[src/hw/rtl/vpo_pkg.sv]
`timescale 1ns / 1ps

package vpo_pkg;

	// Channels per chip, default voice count and catch-up limit
	localparam int PER_CHIP          = 3;
	localparam int DEF_VOICE_COUNT   = 6;
	localparam int DEF_MAX_CATCHUP   = 10;

	// Register indexes
	localparam logic REG_DUTY_A = 1'b0;
	localparam logic REG_DUTY_B = 1'b1;

	// Input item kinds
	localparam logic [1:0] KIND_TICK  = 2'd0;
	localparam logic [1:0] KIND_START = 2'd1;
	localparam logic [1:0] KIND_STOP  = 2'd2;
	localparam logic [1:0] KIND_SET   = 2'd3;

	// Waveform codes
	localparam logic [1:0] WAVE_SQUARE = 2'd0;
	localparam logic [1:0] WAVE_SAW    = 2'd1;
	localparam logic [1:0] WAVE_TRI    = 2'd2;
	localparam logic [1:0] WAVE_DPULSE = 2'd3;

	localparam logic [3:0]  DUTY_RESET = 4'd8;
	localparam logic [18:0] STEP_NUM   = 19'd327680;
	localparam logic [16:0] STEP_MAX   = 17'd65536;
	localparam logic [15:0] PHASE_START = 16'hFFFF;
	localparam int          DIV_BITS   = 19;

	typedef struct packed {
		logic [1:0]  kind;
		logic [3:0]  steps;
		logic [2:0]  voice;
		logic [15:0] period;
		logic [3:0]  volume;
		logic [1:0]  waveform;
		logic [3:0]  pwm_depth;
		logic [15:0] pwm_rate;
	} in_beat_t;

	typedef struct packed {
		logic       chip;
		logic [1:0] channel;
		logic [3:0] level;
		logic       last;
	} out_beat_t;

	typedef enum logic [1:0] {
		OP_TICK,
		OP_START,
		OP_STOP,
		OP_SET
	} op_t;

	// Classified command held in the queue
	typedef struct packed {
		op_t         op;
		logic [2:0]  voice;
		logic        chip;
		logic [1:0]  chan;
		logic [3:0]  steps;
		logic [15:0] period;
		logic [3:0]  volume;
		logic [1:0]  waveform;
		logic [3:0]  pwm_depth;
		logic [15:0] pwm_rate;
	} cmd_t;

	typedef enum logic [2:0] {
		ST_IDLE,
		ST_DIV,
		ST_ADV,
		ST_LVL,
		ST_EMIT,
		ST_ONE
	} st_t;

endpackage

[src/hw/rtl/vpo_div.sv]
`timescale 1ns / 1ps

module vpo_div (
	input  logic        clk,
	input  logic        arst_n,
	input  logic        go,
	input  logic [15:0] divisor,
	output logic        done,
	output logic [18:0] quot
);

	logic [16:0] rem_q;
	logic [18:0] quot_q;
	logic [4:0]  cnt_q;
	logic        busy_q;
	logic        done_q;
	logic [16:0] rem_sh;
	logic        ge;

	// One quotient bit a cycle, dividend bits taken MSB first
	assign rem_sh = {rem_q[15:0], vpo_pkg::STEP_NUM[cnt_q]};
	assign ge     = rem_sh >= {1'b0, divisor};

	always_ff @(posedge clk or negedge arst_n) begin
		if (!arst_n) begin
			busy_q <= 1'b0;
			done_q <= 1'b0;
			cnt_q  <= '0;
		end else begin
			done_q <= 1'b0;
			if (go) begin
				busy_q <= 1'b1;
				cnt_q  <= 5'(vpo_pkg::DIV_BITS - 1);
			end else if (busy_q) begin
				if (cnt_q == 5'd0) begin
					busy_q <= 1'b0;
					done_q <= 1'b1;
				end else begin
					cnt_q <= cnt_q - 5'd1;
				end
			end
		end
	end

	always_ff @(posedge clk) begin
		if (go) begin
			rem_q  <= '0;
			quot_q <= '0;
		end else if (busy_q) begin
			rem_q  <= ge ? (rem_sh - {1'b0, divisor}) : rem_sh;
			quot_q <= {quot_q[17:0], ge};
		end
	end

	assign done = done_q;
	assign quot = quot_q;

endmodule

[src/hw/rtl/vpo_front.sv]
`timescale 1ns / 1ps

module vpo_front #(
	parameter int VOICE_COUNT = vpo_pkg::DEF_VOICE_COUNT,
	parameter int MAX_CATCHUP = vpo_pkg::DEF_MAX_CATCHUP
) (
	input  logic              clk,
	input  logic              arst_n,
	input  logic              in_valid,
	output logic              in_ready,
	input  vpo_pkg::in_beat_t in_data,
	output logic              cmd_valid,
	output vpo_pkg::cmd_t     cmd,
	input  logic              pop
);

	localparam int LIVE = (VOICE_COUNT < 2 * vpo_pkg::PER_CHIP) ?
		VOICE_COUNT : 2 * vpo_pkg::PER_CHIP;

	vpo_pkg::cmd_t q_q [2];
	logic          wp_q;
	logic          rp_q;
	logic [1:0]    cnt_q;
	vpo_pkg::cmd_t cls;
	logic          keep;
	logic          push;

	// Classify the beat: map kind to op, clamp steps, split voice into chip and channel
	always_comb begin
		cls           = '0;
		cls.voice     = in_data.voice;
		cls.period    = in_data.period;
		cls.volume    = in_data.volume;
		cls.waveform  = in_data.waveform;
		cls.pwm_depth = in_data.pwm_depth;
		cls.pwm_rate  = in_data.pwm_rate;
		case (in_data.kind)
			vpo_pkg::KIND_TICK:  cls.op = vpo_pkg::OP_TICK;
			vpo_pkg::KIND_START: cls.op = vpo_pkg::OP_START;
			vpo_pkg::KIND_STOP:  cls.op = vpo_pkg::OP_STOP;
			default:             cls.op = vpo_pkg::OP_SET;
		endcase
		if (in_data.steps == 4'd0)
			cls.steps = 4'd1;
		else if (in_data.steps > 4'(MAX_CATCHUP))
			cls.steps = 4'(MAX_CATCHUP);
		else
			cls.steps = in_data.steps;
		if (in_data.voice >= 3'(vpo_pkg::PER_CHIP)) begin
			cls.chip = 1'b1;
			cls.chan = 2'(in_data.voice - 3'(vpo_pkg::PER_CHIP));
		end else begin
			cls.chip = 1'b0;
			cls.chan = in_data.voice[1:0];
		end
	end

	// Voice commands beyond the bank are dropped here
	assign keep     = (in_data.kind == vpo_pkg::KIND_TICK) || (in_data.voice < 3'(LIVE));
	assign in_ready = cnt_q != 2'd2;
	assign push     = in_valid && in_ready && keep;

	// Two-entry queue to the back end
	always_ff @(posedge clk or negedge arst_n) begin
		if (!arst_n) begin
			wp_q  <= 1'b0;
			rp_q  <= 1'b0;
			cnt_q <= '0;
		end else begin
			if (push)
				wp_q <= ~wp_q;
			if (pop)
				rp_q <= ~rp_q;
			case ({push, pop})
				2'b10:   cnt_q <= cnt_q + 2'd1;
				2'b01:   cnt_q <= cnt_q - 2'd1;
				default: cnt_q <= cnt_q;
			endcase
		end
	end

	always_ff @(posedge clk) begin
		if (push)
			q_q[wp_q] <= cls;
	end

	assign cmd_valid = cnt_q != 2'd0;
	assign cmd       = q_q[rp_q];

endmodule

[src/hw/rtl/vpo_back.sv]
`timescale 1ns / 1ps

module vpo_back #(
	parameter int VOICE_COUNT = vpo_pkg::DEF_VOICE_COUNT
) (
	input  logic               clk,
	input  logic               arst_n,
	input  logic               cmd_valid,
	input  vpo_pkg::cmd_t      cmd,
	output logic               pop,
	input  logic [3:0]         duty_a,
	input  logic [3:0]         duty_b,
	output logic               out_valid,
	input  logic               out_ready,
	output vpo_pkg::out_beat_t out_data
);

	localparam int LIVE = (VOICE_COUNT < 2 * vpo_pkg::PER_CHIP) ?
		VOICE_COUNT : 2 * vpo_pkg::PER_CHIP;
	localparam int VW = (LIVE > 1) ? $clog2(LIVE) : 1;

	// Per-voice state
	logic [15:0] phase_q   [LIVE];
	logic [16:0] step_q    [LIVE];
	logic        on_q      [LIVE];
	logic [3:0]  peak_q    [LIVE];
	logic [3:0]  duty_q    [LIVE];
	logic [1:0]  wave_q    [LIVE];
	logic [3:0]  wr_q      [LIVE];
	logic [15:0] lfo_ph_q  [LIVE];
	logic [15:0] lfo_st_q  [LIVE];
	logic [3:0]  depth_q   [LIVE];

	vpo_pkg::st_t       st_q, st_d;
	logic               turn_q;
	logic [1:0]         c_q;
	logic [3:0]         lvl_q [3];
	logic [2:0]         chg_q;
	logic               out_valid_q;
	vpo_pkg::out_beat_t out_q;

	logic               out_free;
	logic [2:0]         v_tick;
	logic [2:0]         v_sel;
	logic [VW-1:0]      vi;
	logic               act;
	logic               div_go;
	logic               div_done;
	logic [18:0]        div_q;
	logic               do_adv, do_lvl, do_start, do_stop, do_set, do_emit, c_inc;
	logic               last_tick;
	logic               emit_move;
	vpo_pkg::out_beat_t emit_d;
	logic [16:0]        start_step;

	logic [20:0] adv_prod;
	logic [19:0] lfo_prod;
	logic [14:0] lfo_fold;
	logic [18:0] m_prod;
	logic [4:0]  duty_sum;
	logic [3:0]  duty_eff;
	logic [15:0] p;
	logic [19:0] saw_prod;
	logic [14:0] tri_fold;
	logic [18:0] tri_prod;
	logic [3:0]  lvl;

	vpo_div u_div (
		.clk     (clk),
		.arst_n  (arst_n),
		.go      (div_go),
		.divisor (cmd.period),
		.done    (div_done),
		.quot    (div_q)
	);

	assign out_free = !out_valid_q || out_ready;

	// Voice selection
	assign v_tick = turn_q ? (3'(vpo_pkg::PER_CHIP) + {1'b0, c_q}) : {1'b0, c_q};
	assign v_sel  = (st_q == vpo_pkg::ST_ADV || st_q == vpo_pkg::ST_LVL) ? v_tick : cmd.voice;
	assign vi     = v_sel[VW-1:0];
	assign act    = (v_tick < 3'(LIVE)) && on_q[vi] && (step_q[vi] != 17'd0);

	// Phase advance
	assign adv_prod = {4'b0, step_q[vi]} * {17'b0, cmd.steps};
	assign lfo_prod = {4'b0, lfo_st_q[vi]} * {16'b0, cmd.steps};

	// Duty sweep from the triangle LFO
	assign lfo_fold = lfo_ph_q[vi][15] ? ~lfo_ph_q[vi][14:0] : lfo_ph_q[vi][14:0];
	assign m_prod   = {15'b0, depth_q[vi]} * {4'b0, lfo_fold};
	assign duty_sum = {1'b0, duty_q[vi]} + {1'b0, m_prod[18:15]};
	always_comb begin
		if (lfo_st_q[vi] == 16'd0)
			duty_eff = duty_q[vi];
		else if (duty_sum[4])
			duty_eff = 4'd15;
		else
			duty_eff = duty_sum[3:0];
	end

	// Waveform level
	assign p        = phase_q[vi];
	assign saw_prod = {16'b0, peak_q[vi]} * {4'b0, ~p};
	assign tri_fold = p[15] ? ~p[14:0] : p[14:0];
	assign tri_prod = {15'b0, peak_q[vi]} * {4'b0, tri_fold};
	always_comb begin
		case (wave_q[vi])
			vpo_pkg::WAVE_SAW: lvl = saw_prod[19:16];
			vpo_pkg::WAVE_TRI: lvl = tri_prod[18:15];
			vpo_pkg::WAVE_DPULSE:
				lvl = ((p[15:12] == 4'd0) || ({1'b0, p[15:12]} == {1'b0, duty_eff} + 5'd1)) ?
					peak_q[vi] : 4'd0;
			default: lvl = (p[15:12] < duty_eff) ? peak_q[vi] : 4'd0;
		endcase
	end

	// Start step: quotient clamped to 1..65536, zero period gives a silent voice
	always_comb begin
		if (cmd.period == 16'd0)
			start_step = 17'd0;
		else if (div_q > {2'b0, vpo_pkg::STEP_MAX})
			start_step = vpo_pkg::STEP_MAX;
		else if (div_q == 19'd0)
			start_step = 17'd1;
		else
			start_step = div_q[16:0];
	end

	always_comb begin
		case (c_q)
			2'd0:    last_tick = !chg_q[1] && !chg_q[2];
			2'd1:    last_tick = !chg_q[2];
			default: last_tick = 1'b1;
		endcase
	end

	assign emit_move = !chg_q[c_q] || out_free;

	// Next state
	always_comb begin
		st_d = st_q;
		case (st_q)
			vpo_pkg::ST_IDLE: begin
				if (cmd_valid) begin
					case (cmd.op)
						vpo_pkg::OP_TICK:  st_d = vpo_pkg::ST_ADV;
						vpo_pkg::OP_START: st_d = vpo_pkg::ST_DIV;
						vpo_pkg::OP_STOP:  st_d = vpo_pkg::ST_ONE;
						default:           st_d = vpo_pkg::ST_IDLE;
					endcase
				end
			end
			vpo_pkg::ST_DIV: begin
				if (div_done)
					st_d = vpo_pkg::ST_ONE;
			end
			vpo_pkg::ST_ADV: begin
				if (act)
					st_d = vpo_pkg::ST_LVL;
				else if (c_q == 2'd2)
					st_d = vpo_pkg::ST_EMIT;
			end
			vpo_pkg::ST_LVL: begin
				st_d = (c_q == 2'd2) ? vpo_pkg::ST_EMIT : vpo_pkg::ST_ADV;
			end
			vpo_pkg::ST_EMIT: begin
				if (emit_move && c_q == 2'd2)
					st_d = vpo_pkg::ST_IDLE;
			end
			vpo_pkg::ST_ONE: begin
				if (out_free)
					st_d = vpo_pkg::ST_IDLE;
			end
			default: st_d = vpo_pkg::ST_IDLE;
		endcase
	end

	// Control outputs
	always_comb begin
		pop      = 1'b0;
		div_go   = 1'b0;
		do_adv   = 1'b0;
		do_lvl   = 1'b0;
		do_start = 1'b0;
		do_stop  = 1'b0;
		do_set   = 1'b0;
		do_emit  = 1'b0;
		c_inc    = 1'b0;
		emit_d   = '0;
		case (st_q)
			vpo_pkg::ST_IDLE: begin
				if (cmd_valid) begin
					case (cmd.op)
						vpo_pkg::OP_START: div_go = 1'b1;
						vpo_pkg::OP_STOP:  do_stop = 1'b1;
						vpo_pkg::OP_SET: begin
							do_set = 1'b1;
							pop    = 1'b1;
						end
						default: ;
					endcase
				end
			end
			vpo_pkg::ST_DIV: do_start = div_done;
			vpo_pkg::ST_ADV: begin
				do_adv = act;
				c_inc  = !act;
			end
			vpo_pkg::ST_LVL: begin
				do_lvl = 1'b1;
				c_inc  = 1'b1;
			end
			vpo_pkg::ST_EMIT: begin
				emit_d.chip    = turn_q;
				emit_d.channel = c_q;
				emit_d.level   = lvl_q[c_q];
				emit_d.last    = last_tick;
				do_emit        = chg_q[c_q] && out_free;
				c_inc          = emit_move;
				pop            = emit_move && c_q == 2'd2;
			end
			vpo_pkg::ST_ONE: begin
				emit_d.chip    = cmd.chip;
				emit_d.channel = cmd.chan;
				emit_d.level   = 4'd0;
				emit_d.last    = 1'b1;
				do_emit        = out_free;
				pop            = out_free;
			end
			default: ;
		endcase
	end

	// Sequencer control registers and output register valid
	always_ff @(posedge clk or negedge arst_n) begin
		if (!arst_n) begin
			st_q        <= vpo_pkg::ST_IDLE;
			turn_q      <= 1'b0;
			c_q         <= '0;
			out_valid_q <= 1'b0;
		end else begin
			st_q <= st_d;
			if (st_q == vpo_pkg::ST_IDLE)
				c_q <= '0;
			else if (c_inc)
				c_q <= (c_q == 2'd2) ? 2'd0 : c_q + 2'd1;
			if (st_q == vpo_pkg::ST_EMIT && emit_move && c_q == 2'd2)
				turn_q <= ~turn_q;
			if (do_emit)
				out_valid_q <= 1'b1;
			else if (out_ready)
				out_valid_q <= 1'b0;
		end
	end

	// Output beat and per-tick scratch
	always_ff @(posedge clk) begin
		if (do_emit)
			out_q <= emit_d;
		if (do_lvl)
			lvl_q[c_q] <= lvl;
	end

	always_ff @(posedge clk or negedge arst_n) begin
		if (!arst_n) begin
			chg_q <= '0;
		end else if (st_q == vpo_pkg::ST_ADV && !act) begin
			chg_q[c_q] <= 1'b0;
		end else if (do_lvl) begin
			chg_q[c_q] <= lvl != wr_q[vi];
		end
	end

	// Voice state updates
	always_ff @(posedge clk or negedge arst_n) begin
		if (!arst_n) begin
			for (int i = 0; i < LIVE; i++) begin
				phase_q[i]  <= '0;
				step_q[i]   <= '0;
				on_q[i]     <= 1'b0;
				peak_q[i]   <= '0;
				duty_q[i]   <= vpo_pkg::DUTY_RESET;
				wave_q[i]   <= '0;
				wr_q[i]     <= '0;
				lfo_ph_q[i] <= '0;
				lfo_st_q[i] <= '0;
				depth_q[i]  <= '0;
			end
		end else begin
			if (do_adv) begin
				phase_q[vi] <= phase_q[vi] + adv_prod[15:0];
				if (lfo_st_q[vi] != 16'd0)
					lfo_ph_q[vi] <= lfo_ph_q[vi] + lfo_prod[15:0];
			end
			if (do_lvl)
				wr_q[vi] <= lvl;
			if (do_start) begin
				peak_q[vi]  <= '0;
				phase_q[vi] <= vpo_pkg::PHASE_START;
				on_q[vi]    <= 1'b1;
				duty_q[vi]  <= cmd.chip ? duty_b : duty_a;
				step_q[vi]  <= start_step;
				wr_q[vi]    <= '0;
			end
			if (do_stop) begin
				on_q[vi]    <= 1'b0;
				peak_q[vi]  <= '0;
				phase_q[vi] <= '0;
				step_q[vi]  <= '0;
				wr_q[vi]    <= '0;
			end
			if (do_set) begin
				peak_q[vi]   <= cmd.volume;
				wave_q[vi]   <= cmd.waveform;
				depth_q[vi]  <= cmd.pwm_depth;
				lfo_st_q[vi] <= cmd.pwm_rate;
			end
		end
	end

	assign out_valid = out_valid_q;
	assign out_data  = out_q;

endmodule

[src/hw/rtl/volume_pwm_oscillator_bank.sv]
`timescale 1ns / 1ps

// Channel   Direction  Handshake                 Payload
// in        input      in_valid / in_ready       vpo_pkg::in_beat_t
// out       output     out_valid / out_ready     vpo_pkg::out_beat_t
// cfg       input      cfg_we (no wait)          cfg_index, cfg_data[3:0]
//
// A tick passes from the dispatch state through an advance step for each
// voice of the current chip and a level step for each running voice, then
// an emit step per channel, with waits on out_ready.
// A start runs the 19-step restoring divider for the phase step and then
// writes a zero beat; a stop writes one directly; a set ends at dispatch.
// Reset clears all voice state at once; duty registers come up at 8.
// A two-beat queue lets the input side run ahead while results stall.

module volume_pwm_oscillator_bank #(
	parameter int VOICE_COUNT = vpo_pkg::DEF_VOICE_COUNT,
	parameter int MAX_CATCHUP = vpo_pkg::DEF_MAX_CATCHUP
) (
	input  logic               clk,
	input  logic               arst_n,
	input  logic               in_valid,
	output logic               in_ready,
	input  vpo_pkg::in_beat_t  in_data,
	output logic               out_valid,
	input  logic               out_ready,
	output vpo_pkg::out_beat_t out_data,
	input  logic               cfg_we,
	input  logic               cfg_index,
	input  logic [3:0]         cfg_data
);

	logic [3:0]    duty_a_q;
	logic [3:0]    duty_b_q;
	logic          cmd_valid;
	vpo_pkg::cmd_t cmd;
	logic          pop;

	// Duty registers
	always_ff @(posedge clk or negedge arst_n) begin
		if (!arst_n) begin
			duty_a_q <= vpo_pkg::DUTY_RESET;
			duty_b_q <= vpo_pkg::DUTY_RESET;
		end else if (cfg_we) begin
			if (cfg_index == vpo_pkg::REG_DUTY_A)
				duty_a_q <= cfg_data;
			if (cfg_index == vpo_pkg::REG_DUTY_B)
				duty_b_q <= cfg_data;
		end
	end

	vpo_front #(
		.VOICE_COUNT (VOICE_COUNT),
		.MAX_CATCHUP (MAX_CATCHUP)
	) u_front (
		.clk       (clk),
		.arst_n    (arst_n),
		.in_valid  (in_valid),
		.in_ready  (in_ready),
		.in_data   (in_data),
		.cmd_valid (cmd_valid),
		.cmd       (cmd),
		.pop       (pop)
	);

	vpo_back #(
		.VOICE_COUNT (VOICE_COUNT)
	) u_back (
		.clk       (clk),
		.arst_n    (arst_n),
		.cmd_valid (cmd_valid),
		.cmd       (cmd),
		.pop       (pop),
		.duty_a    (duty_a_q),
		.duty_b    (duty_b_q),
		.out_valid (out_valid),
		.out_ready (out_ready),
		.out_data  (out_data)
	);

`ifndef SYNTHESIS
	// The back end never takes a command from an empty queue
	a_pop_valid: assert property (@(posedge clk) disable iff (!arst_n)
		pop |-> cmd_valid)
		else $error("queue popped while empty");

	// Only channels 0..2 exist on a chip
	a_chan_range: assert property (@(posedge clk) disable iff (!arst_n)
		out_valid |-> out_data.channel != 2'd3)
		else $error("channel out of range");

	// Start and stop always write level zero as a single final beat; this checks the last flag after a stop
	a_pop_last: assert property (@(posedge clk) disable iff (!arst_n)
		(pop && cmd.op == vpo_pkg::OP_STOP) |=> (out_valid && out_data.last))
		else $error("stop without final beat");
`endif

endmodule

[config.mk]
export PLATFORM = sky130hd
export DESIGN_NAME = volume_pwm_oscillator_bank
export DESIGN_NICKNAME = d
export VERILOG_FILES = /design/src/hw/rtl/vpo_pkg.sv /design/src/hw/rtl/vpo_div.sv /design/src/hw/rtl/vpo_front.sv /design/src/hw/rtl/vpo_back.sv /design/src/hw/rtl/volume_pwm_oscillator_bank.sv
export SDC_FILE = /design/constraint.sdc
export NUM_CORES = 2
export LEC_CHECK = 0
export BUFFER_PORTS_ARGS = -buffer_cell sky130_fd_sc_hd__buf_2
export CAP_MARGIN = 10
export CORE_ASPECT_RATIO = 1.5
export CORE_MARGIN = 4
export CORE_UTILIZATION = 50
export DETAILED_ROUTE_END_ITERATION = 7
export MAX_ROUTING_LAYER = met4
export PLACE_DENSITY = 0.7
export SLEW_MARGIN = 15
export SYNTH_ARGS = -nofsm -noshare
export SYNTH_HDL_FRONTEND = slang
export SYNTH_HIERARCHICAL = 1
export SYNTH_SLANG_ARGS = --single-unit
[constraint.sdc]
create_clock -name clk -period 9.5 [get_ports clk]
set_clock_uncertainty 0.2 [all_clocks]
set_input_delay 0.475 -clock clk [delete_from_list [all_inputs] [get_ports clk]]
set_output_delay 0.475 -clock clk [all_outputs]
set_load 0.02 [all_outputs]
==> tab_implementation.tex <==
\begin{tabular}{lr}
\hline
Metric & Value \\
\hline
\multicolumn{2}{l}{\textbf{Yosys}} \\
Most common cell in the synthesized netlist & nand2\_1 \\
EDFF count, synth & 128 \\
Yosys top cell area share & 0.3130 \\
Mux share of post-synthesis cell area & 0.1159 \\
Largest area contributor in the synthesized netlist & dfrtp\_1 \\
Post-synthesis instance area & 41,970 µm² \\
Share of synthesized flip-flops with an asynchronous set or reset & 0.7658 \\
Ys Warns & 6 \\
Combinational family with the most area after synthesis & simple AND/OR/NAND/NOR gates \\
Synth unique cells & 103 \\
Leading cell types by count after synthesis & nand2\_1 (684), dfrtp\_1 (525), nor2\_1 (394) \\
Cell count after synthesis & 4,251 \\
Synth Register Bits & 696 \\
Post-synthesis simple-gate area fraction & 0.1451 \\
Register area share after synthesis & 0.4263 \\
Cells taking the most area after synthesis & dfrtp\_1 (31\%), edfxtp\_1 (9.2\%), fa\_1 (7.4\%), mux2\_2 (6.3\%), nand2\_1 (6.1\%) \\
Primary FF master, synth & dfrtp\_1 \\
Average size of a mapped cell & 9.874 µm² \\
Post-synthesis adder-cell area fraction & 0.1154 \\
Net count after synthesis & 4,606 \\
Parity-gate share of the synthesized area counting xor and xnor cells & 0.02143 \\
Post-synthesis compound-gate area fraction & 0.1222 \\
\multicolumn{2}{l}{\textbf{Critical path}} \\
Data arrival time of the critical path & 9.27 ns \\
Endpoint required time on the critical path & 9.77 ns \\
Logic depth of the worst register-to-register path & 39 \\
Cell with the largest stage delay on the worst path & fa\_1 \\
Kind of start point of the critical path & flip-flop \\
Instance count on the critical path & 39 \\
Internal reg-to-reg setup slack & 0.49 ns \\
Category of the critical setup timing path & flip-flop to flip-flop \\
Cell class contributing the biggest share of worst-path delay & compound AO/OA/AOI/OAI gates \\
Maximum fanout along the worst path & 15 \\
Biggest cell delay along the critical path & 0.53 ns \\
Buf/Inv on CP & 7 \\
Crit path capture type & flip-flop \\
\multicolumn{2}{l}{\textbf{Clock tree}} \\
TritonCTS clock tree & built \\
Reg clk slew, reported paths & 0.07 ns \\
Number of H-tree levels & 3 \\
Clock Sinks & 696 \\
TritonCTS buffer count & 67 \\
Root Buffer Master & clkbuf\_16 \\
Clock Latency Late Sink & 0.63 ns \\
Buffer depth of the longest clock path & 3 \\
\multicolumn{2}{l}{\textbf{Cells and area}} \\
Layout Area Growth over Synthesis & 10.71\% \\
Number of nets at the end of the flow & 4,689 \\
Area of all placed cells without fillers & 46,470 µm² \\
Ratio of cells with drive above 1 in the final layout & 0.1548 \\
\multicolumn{2}{l}{\textbf{Global routing}} \\
Global-route total usage across every layer & 0.2839 \\
Antenna violations before repair & 1 \\
Maximum number of pins on one net before global-route repair & 178 \\
Wire length of the first global-routing pass & 192,400 µm \\
Via count of the first global-routing pass & 33,910 \\
Remaining Overflow, GRT & 0 \\
\multicolumn{2}{l}{\textbf{Drt}} \\
Routed Antenna Nets & 0 \\
Routed length per instance & 22.37 µm \\
Number of design rule violations left after detail routing & 0 \\
Vias/cell & 5.951 \\
WL final & 123,000 µm \\
DRC violation total after the first TritonRoute iteration & 2,912 \\
Number of vias after detailed routing & 32,730 \\
Detailed Routing Iterations Pass 1 & 8 \\
\multicolumn{2}{l}{\textbf{STA}} \\
Sum Neg Setup Slack & 0 ns \\
Maximum achievable frequency & 0.1110 GHz \\
Worst slew pin tran & 1.199 ns \\
Crit path time final & 9.006 ns \\
Max\_slew headroom & 0.1935 \\
Period utilisation layout & 0.9480 \\
Number of hold violations in the final report & 0 \\
Slew Viols, Final & 0 \\
Setup violations, final & 0 \\
\multicolumn{2}{l}{\textbf{Floorplan}} \\
I/O Pins & 71 \\
Die extent in y & 362.9 µm \\
Site row count & 129 \\
Die extent in x & 244.6 µm \\
Effective utilization at floorplan & 0.5069 \\
Floorplan die area & 88,740 µm² \\
Core Box Area & 82,800 µm² \\
\multicolumn{2}{l}{\textbf{Worst hold path}} \\
Worst min path class & input port to flip-flop \\
Cell depth of the worst min-delay path & 3 \\
\multicolumn{2}{l}{\textbf{Place}} \\
Placement-stage cell area & 43,630 µm² \\
Number of port buffers & 70 \\
Final weighted congestion in routability-driven placement & 0.9639 \\
HPWL after detailed placement & 84,820 µm \\
\multicolumn{2}{l}{\textbf{Flow run}} \\
Maximum Capacitance Violations & 0 \\
\multicolumn{2}{l}{\textbf{Status}} \\
Result of the run & finished, final reports clean \\
\hline
\end{tabular}
repair_timing:
item                       CTS  global route
setup endpoints to repair    0            26
buffers inserted             0             2
hold endpoints to repair   189             0
gates resized for setup      0            14
hold buffers                56             0
worst reg2reg max path, delay by kind of cell (launching register included):
family | cells | cell delay, ns
compound gates | 16 | 2.70
mux | 2 | 0.59
xor+xnor | 1 | 0.16
buf+inv | 7 | 1.14
flops | 1 | 0.40
simple gates | 9 | 2.05
fa+ha+maj | 4 | 1.61
cell usage in the layout (no fill, tap or decap), types with 12 or more instances in the layout:
| master | synthesis | layout |
|---|---|---|
| o211ai_1 | 19 | 19 |
| nor3_1 | 48 | 48 |
| o21ai_0 | 186 | 186 |
| ha_1 | 139 | 139 |
| and2_1 | 58 | 57 |
| nand2_1 | 684 | 680 |
| xnor2_1 | 75 | 72 |
| mux2_2 | 236 | 236 |
| nand2b_1 | 39 | 39 |
| a21o_1 | 26 | 26 |
| nor4_1 | 25 | 23 |
| a211oi_1 | 32 | 31 |
| inv_1 | 301 | 301 |
| nand3_1 | 51 | 51 |
| dfxtp_1 | 35 | 35 |
| xor2_1 | 24 | 24 |
| dfrtp_1 | 525 | 523 |
| a22o_1 | 23 | 23 |
| mux2i_1 | 121 | 119 |
| o21bai_1 | 16 | 16 |
| buf_2 | 39 | 69 |
| mux2_4 | 55 | 55 |
| fa_1 | 155 | 155 |
| buf_4 | 10 | 110 |
| dlygate4sd3_1 | 0 | 56 |
| o21ai_1 | 13 | 12 |
| nor2_1 | 394 | 380 |
| o22ai_1 | 54 | 54 |
| and3_1 | 22 | 22 |
| clkbuf_16 | 0 | 69 |
| a21oi_1 | 218 | 218 |
| a221oi_1 | 25 | 20 |
| edfxtp_1 | 128 | 128 |
| a31oi_1 | 90 | 90 |
| nor2b_1 | 15 | 14 |
sequential cells by signal, summed over array words and instances, names as in the netlist, 16 cells and up:
register            flops
u_back/lfo_st_q        96
u_front/q_q           108
u_back/u_div/rem_q     16
u_back/lfo_ph_q        96
u_back/step_q         102
u_back/wr_q            24
u_back/phase_q         96
u_back/u_div/quot      19
u_back/depth_q         24
u_back/peak_q          24
u_back/duty_q          24
cell type report:
class                           count  area, µm²
Fill cell                        7166      36330
Multi-Input combinational cell   3025      22040
Sequential cell                   696      17900
Clock buffer                       87       1864
Timing Repair Buffer              240       1818
Tap cell                         1113       1393
Inverter                          304       1141
Clock inverter                     33      316.6
Antenna cell                        1      2.502
through the flow:
| step | setup WS, ns | utilization | instances | hold slack [ns] |
|---|---|---|---|---|
| after floorplan | 0.04418 | - | 4251 | -0.02059 |
| after global placement | 0.2808 | 0.5270 | 5320 | 0.2545 |
| after detailed placement | 0.2057 | 0.5270 | 5320 | 0.2564 |
| after CTS | 0.1152 | 0.5601 | 5496 | 0.002716 |
| after global routing | -0.06413 | 0.5612 | 5498 | 0.04805 |
| final | 0.4944 | 0.5612 | 5499 | 0.04064 |
metal layers:
metal  routed length, µm  up-vias  global-route usage
met5                   0        -                   -
met4                7120        0              0.1479
met2               60920     1348              0.4787
met3                8128      393             0.03449
met1               46870    16240              0.3351
li1                    -    14750                   -
worst paths after layout:
path,to,from
max,u_back/chg_q[1]$_DFFE_PN0P_,u_back/st_q[2]$_DFFE_PN0P_
min,u_front/q_q[0][42]$_DFFE_PP_,in_data[45]
max reg2reg,u_back/chg_q[1]$_DFFE_PN0P_,u_back/st_q[2]$_DFFE_PN0P_
min reg2reg,u_back/lfo_st_q[88]$_DFFE_PN0P_,u_back/lfo_st_q[88]$_DFFE_PN0P_
max in group asynchronous,u_back/phase_q[55]$_DFF_PN0_,arst_n
min in group asynchronous,u_back/lfo_ph_q[6]$_DFFE_PN0P_,arst_n
logic make-up (layout without fill, tap and decap cells):
group / Yosys count / count (layout)
buffers and inverters: 530 / 664
xor gates and xnor gates: 101 / 101
other: 0 / 1
and+or+nand+nor: 1401 / 1401
AOI/OAI and AO/OA: 807 / 807
adders and majority gates: 294 / 294
muxes: 422 / 422
DFF: 696 / 696
Power is left out: the tool's default activity adds up to more than one toggle a clock period on the data nets, which glitch-free logic cannot reach.
